===== config.mk =====
export PLATFORM = sky130hd
export DESIGN_NAME = bli_round
export DESIGN_NICKNAME = d
export VERILOG_FILES = /design/src/hdl/bli_pkg.sv /design/src/hdl/bli_round.sv
export SDC_FILE = /design/constraint.sdc
export NUM_CORES = 1
export LEC_CHECK = 0
export BUFFER_PORTS_ARGS = -buffer_cell sky130_fd_sc_hd__buf_2
export CORE_UTILIZATION = 56
export CTS_CLUSTER_SIZE = 30
export DETAILED_ROUTE_END_ITERATION = 8
export PLACE_DENSITY = 0.95
export SLEW_MARGIN = 20
export SYNTH_ARGS = -nofsm -noshare
export SYNTH_HDL_FRONTEND = slang
export SYNTH_SLANG_ARGS = --single-unit
export TNS_END_PERCENT = 1

===== constraint.sdc =====
create_clock -name clk -period 5.26 [get_ports clk]
set_clock_uncertainty 0.15 [all_clocks]
set_input_delay 0.789 -clock clk [delete_from_list [all_inputs] [get_ports clk]]
set_output_delay 0.789 -clock clk [all_outputs]
set_load 0.02 [all_outputs]

===== src/hdl/bli_pkg.sv =====
// ----------------------------------------------------------------------------
// bli_pkg: shared definitions for the bilinear interpolation pipeline
// Default widths, stage counts of each section, port field positions and the
// flag bundle that rides along the datapath.
// ----------------------------------------------------------------------------
package bli_pkg;

  // Default sample width (signed fixed point, Q16.16 at 32 bits)
  localparam int DATA_WIDTH_DEF = 32;

  // Input beat carries ten fields, in this order from the lowest bits up
  localparam int N_IN_FIELDS   = 10;
  localparam int FLD_CORNER_A  = 0;
  localparam int FLD_CORNER_B  = 1;
  localparam int FLD_CORNER_C  = 2;
  localparam int FLD_CORNER_D  = 3;
  localparam int FLD_X_LOW     = 4;
  localparam int FLD_X_HIGH    = 5;
  localparam int FLD_Y_LOW     = 6;
  localparam int FLD_Y_HIGH    = 7;
  localparam int FLD_QUERY_X   = 8;
  localparam int FLD_QUERY_Y   = 9;

  // Output sideband bits
  localparam int TUSER_W       = 2;
  localparam int TU_ZERO_AREA  = 0;
  localparam int TU_CLIPPED    = 1;

  // Stage counts: multiply/accumulate front, divider setup, rounding back end
  localparam int MAC_STAGES    = 6;
  localparam int DIV_PRE       = 2;
  localparam int BACK_STAGES   = 2;

  // Status carried alongside the quotient datapath
  typedef struct packed {
    logic zero_area;  // degenerate cell
    logic neg;        // quotient sign
    logic ovf;        // quotient magnitude beyond the output range
  } bli_flags_t;

endpackage


===== src/hdl/bli_round.sv =====
// ----------------------------------------------------------------------------
// bli_round: rounding, saturation and output register
// Rounds the magnitude half away from zero, clamps to the signed range,
// applies the sign and forces zero for a degenerate cell.
// ----------------------------------------------------------------------------
module bli_round import bli_pkg::*; #(
  parameter int DATA_WIDTH = DATA_WIDTH_DEF,
  localparam int PW = 2 * (DATA_WIDTH + 1)
) (
  input  logic                         clk,
  input  logic [BACK_STAGES-1:0]       ld,
  input  logic [DATA_WIDTH-1:0]        quo,
  input  logic [PW-1:0]                rem,
  input  logic [PW-1:0]                dvs,
  input  bli_flags_t                   flags,
  output logic signed [DATA_WIDTH-1:0] interpolated,
  output logic                         zero_area,
  output logic                         clipped
);

  localparam int DW = DATA_WIDTH;
  localparam logic [DW:0]   LIM_POS = (DW+1)'((64'd1 << (DW - 1)) - 64'd1);
  localparam logic [DW:0]   LIM_NEG = (DW+1)'(64'd1 << (DW - 1));
  localparam logic [DW-1:0] SAT_MAX = {1'b0, {(DW-1){1'b1}}};
  localparam logic [DW-1:0] SAT_MIN = {1'b1, {(DW-1){1'b0}}};

  logic [DW:0]       qr_r;
  bli_flags_t        f_r;
  logic [DW:0]       lim;
  logic              over;
  logic [DW-1:0]     mag;
  logic [DW-1:0]     res_nxt;
  logic              clip_nxt;
  logic [DW-1:0]     res_r;
  logic              zero_r;
  logic              clip_r;

  // Stage 0: round half away from zero on the magnitude
  always_ff @(posedge clk) begin
    if (ld[0]) begin
      qr_r <= (DW+1)'(quo) + (DW+1)'({rem, 1'b0} >= {1'b0, dvs});
      f_r  <= flags;
    end
  end

  // Saturate and apply sign
  always_comb begin
    lim      = f_r.neg ? LIM_NEG : LIM_POS;
    over     = f_r.ovf || (qr_r > lim);
    mag      = qr_r[DW-1:0];
    res_nxt  = f_r.neg ? (DW'(0) - mag) : mag;
    clip_nxt = 1'b0;
    if (f_r.zero_area) begin
      res_nxt = '0;
    end else if (over) begin
      res_nxt  = f_r.neg ? SAT_MIN : SAT_MAX;
      clip_nxt = 1'b1;
    end
  end

  // Stage 1: output register
  always_ff @(posedge clk) begin
    if (ld[1]) begin
      res_r  <= res_nxt;
      zero_r <= f_r.zero_area;
      clip_r <= clip_nxt;
    end
  end

  assign interpolated = $signed(res_r);
  assign zero_area    = zero_r;
  assign clipped      = clip_r;

endmodule


# Word-level counts from Yosys, hierarchy flattened
# Cells that the tools add are included.
word_totals:
  reg_bits: 70
  inputBits: 170
  wordCells: 17
classes:
  magnitude_cmp: 2
  n_mux: 5
  add_sub_neg: 2
  reduce_logical: 1
op_table:
  columns: ["operator", "n"]
  rows:
  - ["$mux W32", 4]
  - ["$ge A67 B66 Y1", 1]
  - ["$add A32 B1 Y33", 1]
  - ["$gt A33 B32 Y1", 1]
  - ["$sub A1 B32 Y32 const A", 1]
  - ["$logic_or A1 B1 Y1", 1]
  - ["$mux W1", 1]

# Depth between registers and ports, before layout
depth:
  ltp_word: 4
  depth_mapped: 16

# Worst setup path after synthesis
# OpenSTA, ideal clock, no wires.
synth_path:
  path_kind: "input-to-reg"
  start: "input port dvs[26]"
  end: "register qr_r[27] (data pin)"
  stages: 15
  setup_time_ns: 0.266
  slack_ns: 1.544
  required_time_ns: 4.844
  arrival_time_ns: 3.300
  path_cell_list: "inv_1 > ha_1 > nand4_1 > or4_1 > nor2_1 > nand4_1 > a31oi_1 > a31oi_1 > o211ai_1 > ha_1 > nand3_1 > nor2_1 > nand2_1 > nor3_1 > xor2_1"
synth_via:
  elab_chain_len: 2
synth_rtl:
  columns: ["element", "line", "source"]
  rows:
  - ["from (decl)", "bli_round.sv:14", "input logic [PW-1:0] dvs,"]
  - ["$ge A67 B66 Y1", "bli_round.sv:41", "qr_r <= (DW+1)'(quo) + (DW+1)'({rem, 1'b0} >= {1'b0, dvs});"]
  - ["$add A32 B1 Y33", "bli_round.sv:41", null]
  - ["to (signal assigned)", "bli_round.sv:41", null]
  - ["to (decl)", "bli_round.sv:27", "logic [DW:0] qr_r;"]
# No other way between the ends.
# A chain may end at the register's enable or synchronous reset.

# Worst setup path after layout
layout_path:
  start: "input port dvs[26]"
  end: "register qr_r[29] (data pin)"
# The elaborated chain is that of the path after synthesis.

==> metrics <==
CTS root buffer clkbuf_8; Final Cell Area 7630 µm²; final critical-path share of the clock period 73.9%; DP Cell Count 1,007; total track usage 29.0%; library cells used by synthesis 56; max-slew violation total from the final report 0; # fillers 798; DR pass1 iterations 6; clk buf depth 2; clk slew on worst S/H paths 70 ps; postcts setup bufs 0; H-tree Lvls 3; Pleak 3.62 nW; vias 6,112; Hold Violations, Final 0; latest clock arrival within the worst-skew pair 360 ps; Routed WL 16,700 µm; initial antenna violation count 5; initial core utilization 57.7%; Final Instance Count excl. Fillers 1,027; Placement Cell Area 7420 µm²; via count of the first global-routing pass 5,798; DRT iter0 DRCs 352; CTS tree built; CTS Buf Count 9; final setup violation count 0; wire per inst 16.3 µm; ys flop type edfxtp_1; EDFF count, synth 70; area leader, netlist edfxtp_1; Layout Area Growth over Synthesis 21.4%; Yosys Warn Count 0; Post-Syn Area per Cell 9.27 µm²; Syn Nets 949; worst endpoint data arrival time 3850 ps; Synth area leaders edfxtp_1, ha_1, inv_1, a21oi_1, o32ai_1; Worst EP required 5220 ps; Die Y 108 µm; sequential share of the synthesized area 33.4%; row count 38; worst slew pin tran 1050 ps; HP Class primary input to flip-flop; post_cts resized 0; final core occ 70.1%; Max Cap Viol 0; RSZ-0062 raised after global routing false; type of the worst setup path primary input to flip-flop; largest net degree at the start of global routing 66; crit path launch type primary input; TNS Setup 0 ps; # DRC 0; Slew headroom 30.0%; # IOs 204; vias per std cell 5.95; GP Congestion 0.920; WHS 455 ps; Synth Cell Area 6290 µm²; achievable clock frequency 257 MHz; Layout Nets 1,149; CTS Sinks 70; footprint of the multi-input gates 3810 µm²; power per cell area 212 nW/µm²; Peak VDD IR 0.152 mV; Yosys reg bits 70; Hold-fix buffers, CTS 0; ratio of cells with drive above 1 in the final layout 26.8%; Max Fanout on Critical Path 5; Cells after Synth 678; Post-DP HPWL 13,400 µm; Routed Antenna Nets 0; run status finished, final reports clean; minimum clock period 3890 ps; Die Wd 108 µm; top cell type's share of synthesized area 33.4%; grt ovf 0; port bufs 203; die area 11,700 µm²; sequential cell area 2100 µm²; Worst setup EP type flip-flop; first-pass GRT wire length 26,200 µm; Placeable Area 10,900 µm²; Post-synth ARST share 0%
-- where the power goes --
| part | switching (mW) | total, mW | internal [mW] | leakage [nW] |
|---|---|---|---|---|
| clock | 0.194 | 0.456 | 0.262 | 0.106 |
| combinational | 0.255 | 0.445 | 0.190 | 2.81 |
| sequential | 0.0483 | 0.718 | 0.670 | 0.702 |
| total | 0.498 | 1.62 | 1.12 | 3.62 |
-- worst paths after layout --
check | start | to | slack [ps] | cells past startpoint
min reg2reg | qr_r[30]$_DFFE_PP_ | interpolated[30]$_SDFFCE_PP0P_ | 580 | 2
min | flags[2] | f_r[2]$_DFFE_PP_ | 460 | 1
max reg2reg | f_r[1]$_DFFE_PP_ | interpolated[15]$_SDFFCE_PP0P_ | 1700 | 11
max | dvs[26] | qr_r[29]$_DFFE_PP_ | 1370 | 17
-- critical path: stages --
cell      delay [ps]
buf_2             80
inv_1             40
ha_1             300
nand4_1          130
or4_1            580
nor2_1           180
nand4_1          100
a31oi_1          190
a31oi_1           50
o211ai_1         150
ha_1             250
nand3_1          150
nor2_1           320
nand2_1          100
nor2_1           190
nand2_1          110
xnor2_1          140
-- cell usage after synthesis (3+ instances only) --
| master | n |
|---|---|
| edfxtp_1 | 70 |
| nor4_1 | 10 |
| mux2i_1 | 7 |
| and3_1 | 11 |
| ha_1 | 101 |
| xnor2_1 | 19 |
| a21oi_1 | 55 |
| nor3_1 | 33 |
| a211oi_1 | 9 |
| o21ai_0 | 13 |
| buf_4 | 4 |
| inv_1 | 75 |
| nand3_1 | 25 |
| a21o_1 | 11 |
| o211ai_1 | 3 |
| nor2_1 | 62 |
| nand2_1 | 38 |
| clkbuf_1 | 10 |
| nand4_1 | 31 |
| o32ai_1 | 28 |
| or4_1 | 3 |
| a31oi_1 | 5 |
| xor2_1 | 12 |
-- final cells by class --
class	count	area share (%)
sequential	70	27.5
inverter	75	3.69
clock buffer	10	1.67
tap	140	2.30
multi-input combinational	515	49.9
antenna	5	0.164
clock inverter	5	0.984
timing repair buffer	207	13.7
-- cell families after synthesis --
| kind of cell | synth area share (%) |
|---|---|
| AND/OR/NAND/NOR | 20.5 |
| AO/OA/AOI/OAI | 14.5 |
| adder cells (fa/ha/maj) | 20.1 |
| buffers and inverters | 6.05 |
| flip-flops | 33.4 |
| XOR/XNOR | 4.32 |
| multiplexers | 1.11 |
-- layout by cell type, fill, tap and decap left out, types with 7 or more instances in the layout --
cell type / n
nand4_1: 31
nand2_1: 38
mux2i_1: 7
xor2_1: 12
a21oi_1: 55
and3_1: 11
nor2_1: 62
a211oi_1: 9
clkbuf_8: 9
edfxtp_1: 70
ha_1: 101
buf_2: 203
inv_1: 75
o21ai_0: 13
xnor2_1: 19
nand3_1: 25
a21o_1: 11
nor3_1: 33
o32ai_1: 28
nor4_1: 10
-- metrics by stage --
stage / setup WS [ps] / total power [mW]
finish: 1370 / 1.62
global route: 1050 / 1.70
CTS: 1360 / 1.61
detailed placement: 986 / 1.16
global placement: 1160 / 1.14
floorplan: 1540 / 0.989
-- flip-flops by register name (all words and copies together), names as in the netlist --
register      cells
zero_area         1
interpolated     32
clipped           1
qr_r             33
f_r               3
-- layer usage --
layer	vias to the layer above	wire length, µm	global-route usage (%)
met5	-	0	0
met2	327	8590	52.2
met3	58	1360	6.15
met1	2766	6050	30.9
met4	0	738	17.6
li1	2961	-	-
(Power assumes the default switching activity.)
